--- src/hdl/vlrr_pkg.sv ---
// ----------------------------------------------------------------------------
// vlrr_pkg
// Shared types and constants for the velocity layer round-robin selector.
// ----------------------------------------------------------------------------
package vlrr_pkg;

    // table geometry
    localparam int NUM_NOTES    = 128;
    localparam int MAX_SLOTS    = 16;
    localparam int MAX_VARIANTS = 16;
    localparam int NOTE_W       = 7;
    localparam int SLOT_W       = 4;
    localparam int VAR_W        = 4;
    localparam int CNT_W        = 5;
    localparam int VEL_W        = 7;
    localparam int GAIN_W       = 14;
    localparam int TABLE_DEPTH  = NUM_NOTES * MAX_SLOTS;
    localparam int TABLE_AW     = NOTE_W + SLOT_W;

    // random generator
    localparam int          RNG_W      = 32;
    localparam logic [31:0] LCG_MUL    = 32'd1664525;
    localparam logic [31:0] LCG_ADD    = 32'd1013904223;
    localparam logic [31:0] SEED_RESET = 32'd1;

    // remainder unit: four quotient bits per cycle
    localparam int MOD_BITS_PER_STEP = 4;
    localparam int MOD_STEPS         = RNG_W / MOD_BITS_PER_STEP;
    localparam int MOD_STEP_W        = $clog2(MOD_STEPS);

    // remembered variant when nothing has been played yet
    localparam logic [CNT_W-1:0] LAST_NONE = 5'd31;

    localparam logic [CNT_W-1:0] SLOT_CNT_MAX = 5'd16;
    localparam logic [CNT_W-1:0] VAR_CNT_MAX  = 5'd16;

    // request codes; the fourth code is unused
    typedef enum logic [1:0] {
        REQ_NOTE     = 2'd0,
        REQ_SLOT_CNT = 2'd1,
        REQ_VAR_CNT  = 2'd2
    } req_type_t;

    typedef struct packed {
        req_type_t          req_type;
        logic [NOTE_W-1:0]  note;
        logic [VEL_W-1:0]   velocity;
        logic [SLOT_W-1:0]  slot;
        logic [CNT_W-1:0]   count;
    } req_t;

    typedef struct packed {
        logic               voiced;
        logic [NOTE_W-1:0]  out_note;
        logic [SLOT_W-1:0]  slot_index;
        logic [VAR_W-1:0]   variant_index;
        logic [GAIN_W-1:0]  gain;
    } result_t;

    // one entry of the per note and slot table
    typedef struct packed {
        logic [CNT_W-1:0] cnt;
        logic [CNT_W-1:0] last;
    } var_entry_t;

endpackage

--- src/hdl/vlrr_mod.sv ---
// ----------------------------------------------------------------------------
// vlrr_mod
// Iterative remainder of a 32-bit word by a small divisor, four bits a cycle.
// ----------------------------------------------------------------------------
module vlrr_mod (
    input  logic                       clk,
    input  logic                       rst_n,
    input  logic                       start,
    input  logic [vlrr_pkg::RNG_W-1:0] dividend,
    input  logic [vlrr_pkg::CNT_W-1:0] divisor,
    output logic                       done,
    output logic [vlrr_pkg::VAR_W-1:0] remainder
);
    import vlrr_pkg::*;

    logic                  run_reg;
    logic                  done_reg;
    logic [MOD_STEP_W-1:0] step_reg;
    logic [RNG_W-1:0]      dvd_reg;
    logic [CNT_W-1:0]      dvs_reg;
    logic [VAR_W-1:0]      rem_reg;
    logic [VAR_W-1:0]      rem_next;

    // restoring steps over the next four dividend bits
    always_comb
    begin
        logic [CNT_W-1:0] trial;
        logic [VAR_W-1:0] r;
        r = rem_reg;
        for (int i = 0; i < MOD_BITS_PER_STEP; i++)
        begin
            trial = {r, dvd_reg[RNG_W-1-i]};
            if (trial >= dvs_reg)
                r = VAR_W'(trial - dvs_reg);
            else
                r = trial[VAR_W-1:0];
        end
        rem_next = r;
    end

    always_ff @(posedge clk or negedge rst_n)
    begin
        if (!rst_n)
        begin
            run_reg  <= 1'b0;
            done_reg <= 1'b0;
            step_reg <= '0;
        end
        else
        begin
            done_reg <= 1'b0;
            if (start)
            begin
                run_reg  <= 1'b1;
                step_reg <= '0;
            end
            else if (run_reg)
            begin
                step_reg <= step_reg + 1'b1;
                if (step_reg == MOD_STEP_W'(MOD_STEPS - 1))
                begin
                    run_reg  <= 1'b0;
                    done_reg <= 1'b1;
                end
            end
        end
    end

    // datapath
    always_ff @(posedge clk)
    begin
        if (start)
        begin
            dvd_reg <= dividend;
            dvs_reg <= divisor;
            rem_reg <= '0;
        end
        else if (run_reg)
        begin
            dvd_reg <= {dvd_reg[RNG_W-MOD_BITS_PER_STEP-1:0], {MOD_BITS_PER_STEP{1'b0}}};
            rem_reg <= rem_next;
        end
    end

    assign done      = done_reg;
    assign remainder = rem_reg;

endmodule

--- config.mk ---
export PLATFORM = sky130hd
export DESIGN_NAME = vlrr_mod
export DESIGN_NICKNAME = d
export VERILOG_FILES = /design/src/hdl/vlrr_pkg.sv /design/src/hdl/vlrr_mod.sv
export SDC_FILE = /design/constraint.sdc
export NUM_CORES = 1
export LEC_CHECK = 0
export BUFFER_PORTS_ARGS = -buffer_cell sky130_fd_sc_hd__buf_4
export CAP_MARGIN = 40
export CORE_MARGIN = 2
export CORE_UTILIZATION = 50
export CTS_BUF_LIST = sky130_fd_sc_hd__clkbuf_16
export DETAILED_ROUTE_END_ITERATION = 7
export GPL_TIMING_DRIVEN = 0
export PLACE_DENSITY = 0.72
export SYNTH_ARGS = -nofsm -noshare
export SYNTH_HDL_FRONTEND = slang
export SYNTH_SLANG_ARGS = --single-unit
--- constraint.sdc ---
create_clock -name clk -period 6.2 [get_ports clk]
set_input_delay 1.24 -clock clk [delete_from_list [all_inputs] [get_ports clk]]
set_output_delay 1.24 -clock clk [all_outputs]
set_load 0.02 [all_outputs]
==> impl_table.tex, run 1 <==
\begin{tabular}{lr}
\hline
Metric & Value \\
\hline
\multicolumn{2}{l}{\textbf{Floorplan}} \\
Starting utilization of the core area & 0.524 \\
Die height & 77.7 um \\
Die outline area & 6030 sq um \\
DIE WIDTH & 77.7 um \\
\# rows & 26 \\
Placeable core area & 5170 sq um \\
Num ports & 45 \\
\multicolumn{2}{l}{\textbf{Clocking}} \\
Clock tree sinks & 46 \\
Clock latency of the later-clocked register in the worst-skew pair & 280 ps \\
Maximum buffer depth of the clock tree & 2 \\
TritonCTS clock tree & done \\
H-tree depth & 2 \\
CTS buffer count & 5 \\
Count of hold-fix buffers inserted at cts & 0 \\
Clk slew on worst S/H paths & 60 ps \\
CTS root buf & sky130\_fd\_sc\_hd\_\_clkbuf\_16 \\
\multicolumn{2}{l}{\textbf{STA}} \\
Achievable frequency & about 170 MHz \\
Pins Over Slew Limit & 0 \\
Post-layout min period & approximately 5900 ps \\
Worst-margin pin slew & 856 ps \\
Headroom to the max-slew limit & 0.428 \\
Setup-violating endpoint count in the final report & 0 \\
Fraction of the cycle the final worst path needs & 0.949 \\
Worst clock skew on the final layout & 4.92 ps \\
Final hold violation count & 0 \\
\multicolumn{2}{l}{\textbf{GRT}} \\
Largest net degree at the start of global routing & 18 \\
Number of global-route vias before repair & 1868 \\
Global-route wire length before repair & 8790 um \\
Total global routing track utilization & 0.190 \\
Remaining global-route overflow & 0 \\
Antenna violations before repair & 0 \\
\multicolumn{2}{l}{\textbf{Final layout}} \\
Area growth from synthesis to layout & 23.4\% \\
Most frequent cells in the layout & sky130\_fd\_sc\_hd\_\_buf\_4 (48), sky130\_fd\_sc\_hd\_\_edfxtp\_1 (37), sky130\_fd\_sc\_hd\_\_mux2\_2 (31) \\
Final Util & 0.647 \\
Final antenna diode count & 0 \\
Max reg flops & 32 \\
Number of nets in the finished design & 338 \\
Layout cells sized above 1 & 0.360 \\
Most common cell after layout, fill and taps aside & sky130\_fd\_sc\_hd\_\_buf\_4 \\
Design Area, Final & 3350 sq um \\
\multicolumn{2}{l}{\textbf{Detailed routing}} \\
Iter 0 DRT Violations & 126 \\
Vias per cell & 5.35 \\
Total wire length & 5340 um \\
Routed length per instance & 15.6 um \\
Vias post-DR & 1828 \\
Drt drc & 0 \\
DR pass1 iterations & 4 \\
WL met2 & 2730 um \\
Routed metal-1 wire length & 2180 um \\
Residual antenna-violating net count after detailed routing & 0 \\
Topmost layer with routed signal wires & met4 \\
Sum of met3 wire segment lengths after detailed routing & 297 um \\
\multicolumn{2}{l}{\textbf{Synth}} \\
Total standard cell area after synthesis & between 2000 and 3000 sq um \\
Post-Syn Nets & 282 \\
Area fraction of the dominant cell type after synthesis & 0.410 \\
Post-Synthesis Mean Instance Area & between 10 and 15 sq um \\
Number of distinct standard cells referenced by the synthesized netlist & 37 \\
Share of synthesized area occupied by flip-flops and latches & 0.485 \\
Flops \& latches, synth & 46 \\
Synthesized netlist cell count & roughly 220 \\
Yosys Warn Count & 0 \\
Cell type with the largest total area after synthesis & sky130\_fd\_sc\_hd\_\_edfxtp\_1 \\
Leading cell types by total area after synthesis & sky130\_fd\_sc\_hd\_\_edfxtp\_1 (41\%), sky130\_fd\_sc\_hd\_\_mux2\_2 (13\%), sky130\_fd\_sc\_hd\_\_ha\_1 (10\%) \\
\multicolumn{2}{l}{\textbf{Placed design}} \\
Total half-perimeter wirelength after legalization and detailed placement & 4010 um \\
Quantity of I/O buffers inserted on ports & 44 \\
Routability-driven placement congestion ratio & just under 0.9 \\
Area after DPL & 3160 sq um \\
\multicolumn{2}{l}{\textbf{Critical path}} \\
Depth of the worst register-to-register path & 23 \\
Category of the critical setup timing path & reg -> reg \\
Worst Setup End Kind & register \\
Cell repeated most along the worst path & sky130\_fd\_sc\_hd\_\_ha\_1 \\
Endpoint of the worst setup timing path & remainder[3]\$\_SDFFE\_PP0P\_ \\
R2R Path Start & dvs\_reg[1]\$\_DFFE\_PP\_ \\
Crit start category & register \\
Highest net fanout along the worst path & 8 \\
Register-to-Register Setup Slack & 320 ps \\
Required time of the critical path & 6430 ps \\
Data arrival at the endpoint of the critical path & 6110 ps \\
Worst stage delay on the critical path & 480 ps \\
Slowest-stage cell, CP & sky130\_fd\_sc\_hd\_\_edfxtp\_1 \\
Crit path from & dvs\_reg[1]\$\_DFFE\_PP\_ \\
Capturing point of the worst reg2reg path & remainder[3]\$\_SDFFE\_PP0P\_ \\
Worst path cell trace & clkinvlp\_4 > ha\_1 > a21o\_1 > a31oi\_1 > o21ai\_2 > mux2\_4 > ha\_1 > nand2\_1 > o21ai\_1 > nand3\_1 > nand2\_1 > mux2\_2 > ha\_1 > a21o\_1 > a31oi\_4 > mux2i\_2 > inv\_1 > ha\_1 > nand2\_1 > o21ai\_0 > a31oi\_2 > o41ai\_1 > a31o\_2 \\
\multicolumn{2}{l}{\textbf{Power and ir drop}} \\
Pwr Density & 539 nW/um\^{}2 \\
VDD IR-drop max & 0.271 mV \\
Pleak & 1.51 nW \\
\multicolumn{2}{l}{\textbf{Min path}} \\
Type of the tightest min-delay check & reg -> reg \\
\multicolumn{2}{l}{\textbf{Outcome}} \\
Result of the run & complete, no violations \\
\multicolumn{2}{l}{\textbf{Flow run}} \\
Number of max-cap violations & 0 \\
\hline
\end{tabular}
-- final cells by class --
cell class / count / area, sq um
plain buffers: 5 / 18.8
clock buffers: 5 / 125
clock inverters: 2 / 10.0
fillers: 392 / 1830
inverters: 18 / 71.3
multi-input cells: 147 / 1330
flip-flops and latches: 46 / 1320
well taps: 70 / 87.6
repair buffers: 49 / 388
-- metrics by stage --
stage	hold slack, ps	cells	setup TNS (ps)	worst slack [ps]	power [mW]
global route	561	342	-11.0	-11.0	1.94
floorplan	490	216	0	1090	1.26
finish	541	342	0	319	1.80
CTS	542	338	0	102	1.72
detailed placement	527	331	0	173	1.46
global placement	508	330	0	281	1.43
-- Yosys cell counts --
cell type                   instances
sky130_fd_sc_hd__o21ai_1            1
sky130_fd_sc_hd__nor2b_1            4
sky130_fd_sc_hd__nor4_2             1
sky130_fd_sc_hd__o21a_1             1
sky130_fd_sc_hd__a31oi_1            2
sky130_fd_sc_hd__xnor2_1            8
sky130_fd_sc_hd__mux2_2            31
sky130_fd_sc_hd__o22ai_1            1
sky130_fd_sc_hd__and3_1             2
sky130_fd_sc_hd__a31o_2             2
sky130_fd_sc_hd__ha_1              22
sky130_fd_sc_hd__buf_1              3
sky130_fd_sc_hd__and2_1             4
sky130_fd_sc_hd__dfxtp_1            4
sky130_fd_sc_hd__inv_1             18
sky130_fd_sc_hd__nand2_1           10
sky130_fd_sc_hd__o21ai_0            5
sky130_fd_sc_hd__nand2b_1           1
sky130_fd_sc_hd__o21ai_2            1
sky130_fd_sc_hd__mux2_4             3
sky130_fd_sc_hd__and4_1             1
sky130_fd_sc_hd__o211ai_1           1
sky130_fd_sc_hd__xor2_1             1
sky130_fd_sc_hd__nor3_1             2
sky130_fd_sc_hd__a31oi_2            1
sky130_fd_sc_hd__nand3_1            3
sky130_fd_sc_hd__edfxtp_1          37
sky130_fd_sc_hd__a21oi_1           13
sky130_fd_sc_hd__a2111oi_0          1
sky130_fd_sc_hd__fa_1               4
sky130_fd_sc_hd__mux2i_1            6
sky130_fd_sc_hd__a41oi_1            1
sky130_fd_sc_hd__o41ai_1            1
sky130_fd_sc_hd__clkbuf_1           2
sky130_fd_sc_hd__a21o_1             7
sky130_fd_sc_hd__nor2_1             6
sky130_fd_sc_hd__dfrtp_1            5
-- worst min-delay path by stage --
stage | to | slack [ps] | from | depth (start not counted)
after floorplan | step_reg[1]$_DFFE_PN0P_ | 490 | step_reg[1]$_DFFE_PN0P_ | 2
after global placement | step_reg[1]$_DFFE_PN0P_ | 510 | step_reg[1]$_DFFE_PN0P_ | 2
after detailed placement | step_reg[2]$_DFFE_PN0P_ | 530 | step_reg[2]$_DFFE_PN0P_ | 2
after CTS | step_reg[2]$_DFFE_PN0P_ | 540 | step_reg[2]$_DFFE_PN0P_ | 2
after global routing | dvd_reg[21]$_DFFE_PP_ | 560 | dvd_reg[17]$_DFFE_PP_ | 1
final | step_reg[2]$_DFFE_PN0P_ | 540 | step_reg[2]$_DFFE_PN0P_ | 2
-- kinds of logic after synthesis --
kind of cell	Yosys count	share of synthesized area
DFF	46	0.485
muxes	40	0.167
AOI/OAI and AO/OA	38	0.0909
and+or+nand+nor	34	0.0646
adders and majority gates	26	0.131
buffers and inverters	23	0.0318
xor gates and xnor gates	9	0.0291
-- layer usage --
metal / vias to the layer above / GRT usage
met5: - / 0
met4: 0 / 0.0804
met3: 10 / 0.0558
met2: 44 / 0.322
met1: 869 / 0.224
li1: 905 / -
-- report_power, final --
part	internal, mW	total (mW)	switching, mW	leakage, nW
sequential	0.378	0.401	0.0233	0.491
combinational	0.558	1.16	0.598	0.952
clock	0.145	0.247	0.101	0.0694
total	1.08	1.80	0.722	1.51
-- critical path, delay by kind of cell (launching register included) --
kind / cells / cell delay [ps]
AOI/OAI and AO/OA: 10 / 2350
adders and majority gates: 4 / 1230
muxes: 3 / 990
DFF: 1 / 480
and+or+nand+nor: 4 / 450
buffers and inverters: 2 / 320
-- what timing repair did --
| action | CTS | global route |
|---|---|---|
| buffers inserted | 0 | 4 |
| hold endpoints to repair | 0 | 0 |
| endpoints found under the setup margin | 0 | 4 |
| gates resized for setup | 0 | 5 |
(Power assumes the default switching activity.)
==> run 2: changes to the inputs <==
PLACE_DENSITY = 0.71   (was 0.72)
==> impl_table.tex, run 2 (same netlist as run 1, synthesis figures left out) <==
\begin{tabular}{lr}
\hline
Metric & Value \\
\hline
\multicolumn{2}{l}{\textbf{Floorplan}} \\
\# rows & 26 (unchanged) \\
Die height & 77.7 um (unchanged) \\
Starting utilization of the core area & 0.524 (unchanged) \\
DIE WIDTH & 77.7 um (unchanged) \\
Num ports & 45 (unchanged) \\
Placeable core area & 5170 sq um (unchanged) \\
Die outline area & 6030 sq um (unchanged) \\
\multicolumn{2}{l}{\textbf{Placed design}} \\
Routability-driven placement congestion ratio & 0.880 (was 0.872) \\
Quantity of I/O buffers inserted on ports & 44 (unchanged) \\
Total half-perimeter wirelength after legalization and detailed placement & 3980 um (was 4010 um) \\
Placement Setup Slack & 217 ps (was 173 ps) \\
Area after DPL & 3160 sq um (unchanged) \\
\multicolumn{2}{l}{\textbf{STA}} \\
Final hold violation count & 0 (unchanged) \\
Setup-violating endpoint count in the final report & 0 (unchanged) \\
Total negative slack for setup checks & 0 ps (unchanged) \\
RSZ-0062 raised after global routing & no \\
Achievable frequency & 174 MHz (was 170 MHz) \\
Worst-margin pin slew & 704 ps (was 856 ps) \\
Post-layout worst setup margin & 441 ps (was 319 ps) \\
Fraction of the cycle the final worst path needs & 0.929 (was 0.949) \\
Post-layout min period & 5760 ps (was 5880 ps) \\
Pins Over Slew Limit & 0 (unchanged) \\
Headroom to the max-slew limit & 0.529 (was 0.428) \\
Worst clock skew on the final layout & 2.04 ps (was 4.92 ps) \\
\multicolumn{2}{l}{\textbf{Detailed routing}} \\
Residual antenna-violating net count after detailed routing & 0 (unchanged) \\
Vias per cell & 5.26 (was 5.35) \\
Vias post-DR & 1788 (was 1828) \\
Drt drc & 0 (unchanged) \\
DR pass1 iterations & 4 (unchanged) \\
Iter 0 DRT Violations & 75 (was 126) \\
Routed length per instance & 15.0 um (was 15.6 um) \\
Total wire length & 5110 um (was 5340 um) \\
\multicolumn{2}{l}{\textbf{Critical path}} \\
R2R Path Start & dvs\_reg[2]\$\_DFFE\_PP\_ (was dvs\_reg[1]\$\_DFFE\_PP\_) \\
Required time of the critical path & 6370 ps (was 6430 ps) \\
Depth of the worst register-to-register path & 25 (was 23) \\
Worst Setup End Kind & register (unchanged) \\
Highest net fanout along the worst path & 8 (unchanged) \\
Data arrival at the endpoint of the critical path & 5930 ps (was 6110 ps) \\
Capturing point of the worst reg2reg path & remainder[1]\$\_SDFFE\_PP0P\_ (was remainder[3]\$\_SDFFE\_PP0P\_) \\
Category of the critical setup timing path & reg -> reg (unchanged) \\
Crit start category & register (unchanged) \\
Register-to-Register Setup Slack & 440 ps (was 320 ps) \\
\multicolumn{2}{l}{\textbf{Min path}} \\
Type of the tightest min-delay check & reg -> reg (unchanged) \\
HP Start & step\_reg[2]\$\_DFFE\_PN0P\_ (unchanged) \\
Destination of the worst hold path & step\_reg[2]\$\_DFFE\_PN0P\_ (unchanged) \\
Number of cells on the worst hold path & 2 (unchanged) \\
\multicolumn{2}{l}{\textbf{Power and ir drop}} \\
Pwr Density & 535 nW/um\^{}2 (was 539 nW/um\^{}2) \\
Pwr Total & 1.78 mW (was 1.80 mW) \\
VDD IR-drop max & 0.323 mV (was 0.271 mV) \\
Pleak & 1.51 nW (about the same) \\
\multicolumn{2}{l}{\textbf{Clocking}} \\
Clk slew on worst S/H paths & 60 ps (about the same) \\
Maximum buffer depth of the clock tree & 2 (unchanged) \\
Count of hold-fix buffers inserted at cts & 0 (unchanged) \\
H-tree depth & 2 (unchanged) \\
CTS buffer count & 5 (unchanged) \\
Clock tree sinks & 46 (unchanged) \\
TritonCTS clock tree & done (unchanged) \\
Clock latency of the later-clocked register in the worst-skew pair & 280 ps (about the same) \\
CTS root buf & sky130\_fd\_sc\_hd\_\_clkbuf\_16 (unchanged) \\
\multicolumn{2}{l}{\textbf{GRT}} \\
Number of global-route vias before repair & 1794 (was 1868) \\
Total global routing track utilization & 0.177 (was 0.190) \\
Antenna violations before repair & 0 (unchanged) \\
Largest net degree at the start of global routing & 19 (was 18) \\
Remaining global-route overflow & 0 (unchanged) \\
Global-route wire length before repair & 8400 um (was 8790 um) \\
\multicolumn{2}{l}{\textbf{Final layout}} \\
Most common cell after layout, fill and taps aside & sky130\_fd\_sc\_hd\_\_buf\_4 (unchanged) \\
Layout cells sized above 1 & 0.348 (was 0.360) \\
Design Area, Final & 3320 sq um (was 3350 sq um) \\
Final antenna diode count & 0 (unchanged) \\
Most frequent cells in the layout & sky130\_fd\_sc\_hd\_\_buf\_4 (46), sky130\_fd\_sc\_hd\_\_edfxtp\_1 (37), sky130\_fd\_sc\_hd\_\_mux2\_2 (31) (was sky130\_fd\_sc\_hd\_\_buf\_4 (48), sky130\_fd\_sc\_hd\_\_edfxtp\_1 (37), sky130\_fd\_sc\_hd\_\_mux2\_2 (31)) \\
Number of nets in the finished design & 336 (was 338) \\
Max reg flops & 32 (unchanged) \\
Area growth from synthesis to layout & 22.6\% (was 23.4\%) \\
\multicolumn{2}{l}{\textbf{Outcome}} \\
Result of the run & complete, no violations (unchanged) \\
\multicolumn{2}{l}{\textbf{Flow run}} \\
Number of max-cap violations & 0 (unchanged) \\
\hline
\end{tabular}
-- run 2: worst max-delay path by stage --
stage                               startpoint                         to  depth (start not counted)
final                     dvs_reg[2]$_DFFE_PP_  remainder[1]$_SDFFE_PP0P_                         25
after global routing      dvs_reg[2]$_DFFE_PP_  remainder[3]$_SDFFE_PP0P_                         24
after CTS                 dvs_reg[1]$_DFFE_PP_  remainder[2]$_SDFFE_PP0P_                         24
after detailed placement  dvs_reg[1]$_DFFE_PP_  remainder[2]$_SDFFE_PP0P_                         24
after global placement    dvs_reg[1]$_DFFE_PP_  remainder[2]$_SDFFE_PP0P_                         23
after floorplan           dvs_reg[1]$_DFFE_PP_  remainder[2]$_SDFFE_PP0P_                         24
-- run 2: worst max-delay path, cell delays in order (launching register included) --
cell and delay, ps:
sky130_fd_sc_hd__edfxtp_1 360, sky130_fd_sc_hd__inv_1 180, sky130_fd_sc_hd__ha_1 310, sky130_fd_sc_hd__a21o_1 170
sky130_fd_sc_hd__a31oi_1 180, sky130_fd_sc_hd__o21ai_2 130, sky130_fd_sc_hd__mux2_4 330, sky130_fd_sc_hd__ha_1 340
sky130_fd_sc_hd__a21oi_1 140, sky130_fd_sc_hd__o21ai_1 130, sky130_fd_sc_hd__a2111oi_0 520, sky130_fd_sc_hd__nor4_2 100
sky130_fd_sc_hd__buf_4 170, sky130_fd_sc_hd__ha_1 290, sky130_fd_sc_hd__nand2_1 70, sky130_fd_sc_hd__o21ai_0 130
sky130_fd_sc_hd__a31oi_4 340, sky130_fd_sc_hd__mux2i_1 350, sky130_fd_sc_hd__inv_1 130, sky130_fd_sc_hd__ha_1 310
sky130_fd_sc_hd__nand2_1 50, sky130_fd_sc_hd__o21ai_0 220, sky130_fd_sc_hd__a31oi_2 220, sky130_fd_sc_hd__o21ai_0 220
sky130_fd_sc_hd__a21oi_1 60, sky130_fd_sc_hd__a31o_2 220
-- run 2: metrics by stage --
stage,cells,hold WS [ps],utilization
after floorplan,216,490,-
after detailed placement,331,528,0.611
after global routing,340,557,0.643
final,340,537,0.643
after CTS,338,542,0.637
after global placement,330,509,0.605
-- run 2: final cells by class --
cell class                 count  area (sq um)
inverter                      18          67.6
clock inverter                 2          11.3
multi-input combinational    147          1330
sequential                    46          1320
timing repair buffer          47           373
fill                         390          1850
tap                           70          87.6
buffer                         5          18.8
clock buffer                   5           125
-- run 2: timing repair --
action	4_1_cts	5_1_grt
setup buffers	0	2
gates resized for setup	0	3
setup endpoints to repair	0	4
-- run 2: routing by layer --
layer  share of wire  track usage  wire [um]  vias to the layer above
li1                -            -          -                      900
met3           0.045       0.0477        229                        6
met5               0            0          0                        -
met2            0.50        0.302       2570                       38
met4           0.012       0.0446         59                        0
met1            0.44        0.224       2250                      844
-- run 2: power breakdown --
group | leakage (nW) | total [mW] | internal (mW) | switching (mW)
Clock | 0.0671 | 0.249 | 0.145 | 0.103
Sequential | 0.491 | 0.401 | 0.378 | 0.0230
Combinational | 0.949 | 1.13 | 0.557 | 0.570
Total | 1.51 | 1.78 | 1.08 | 0.697
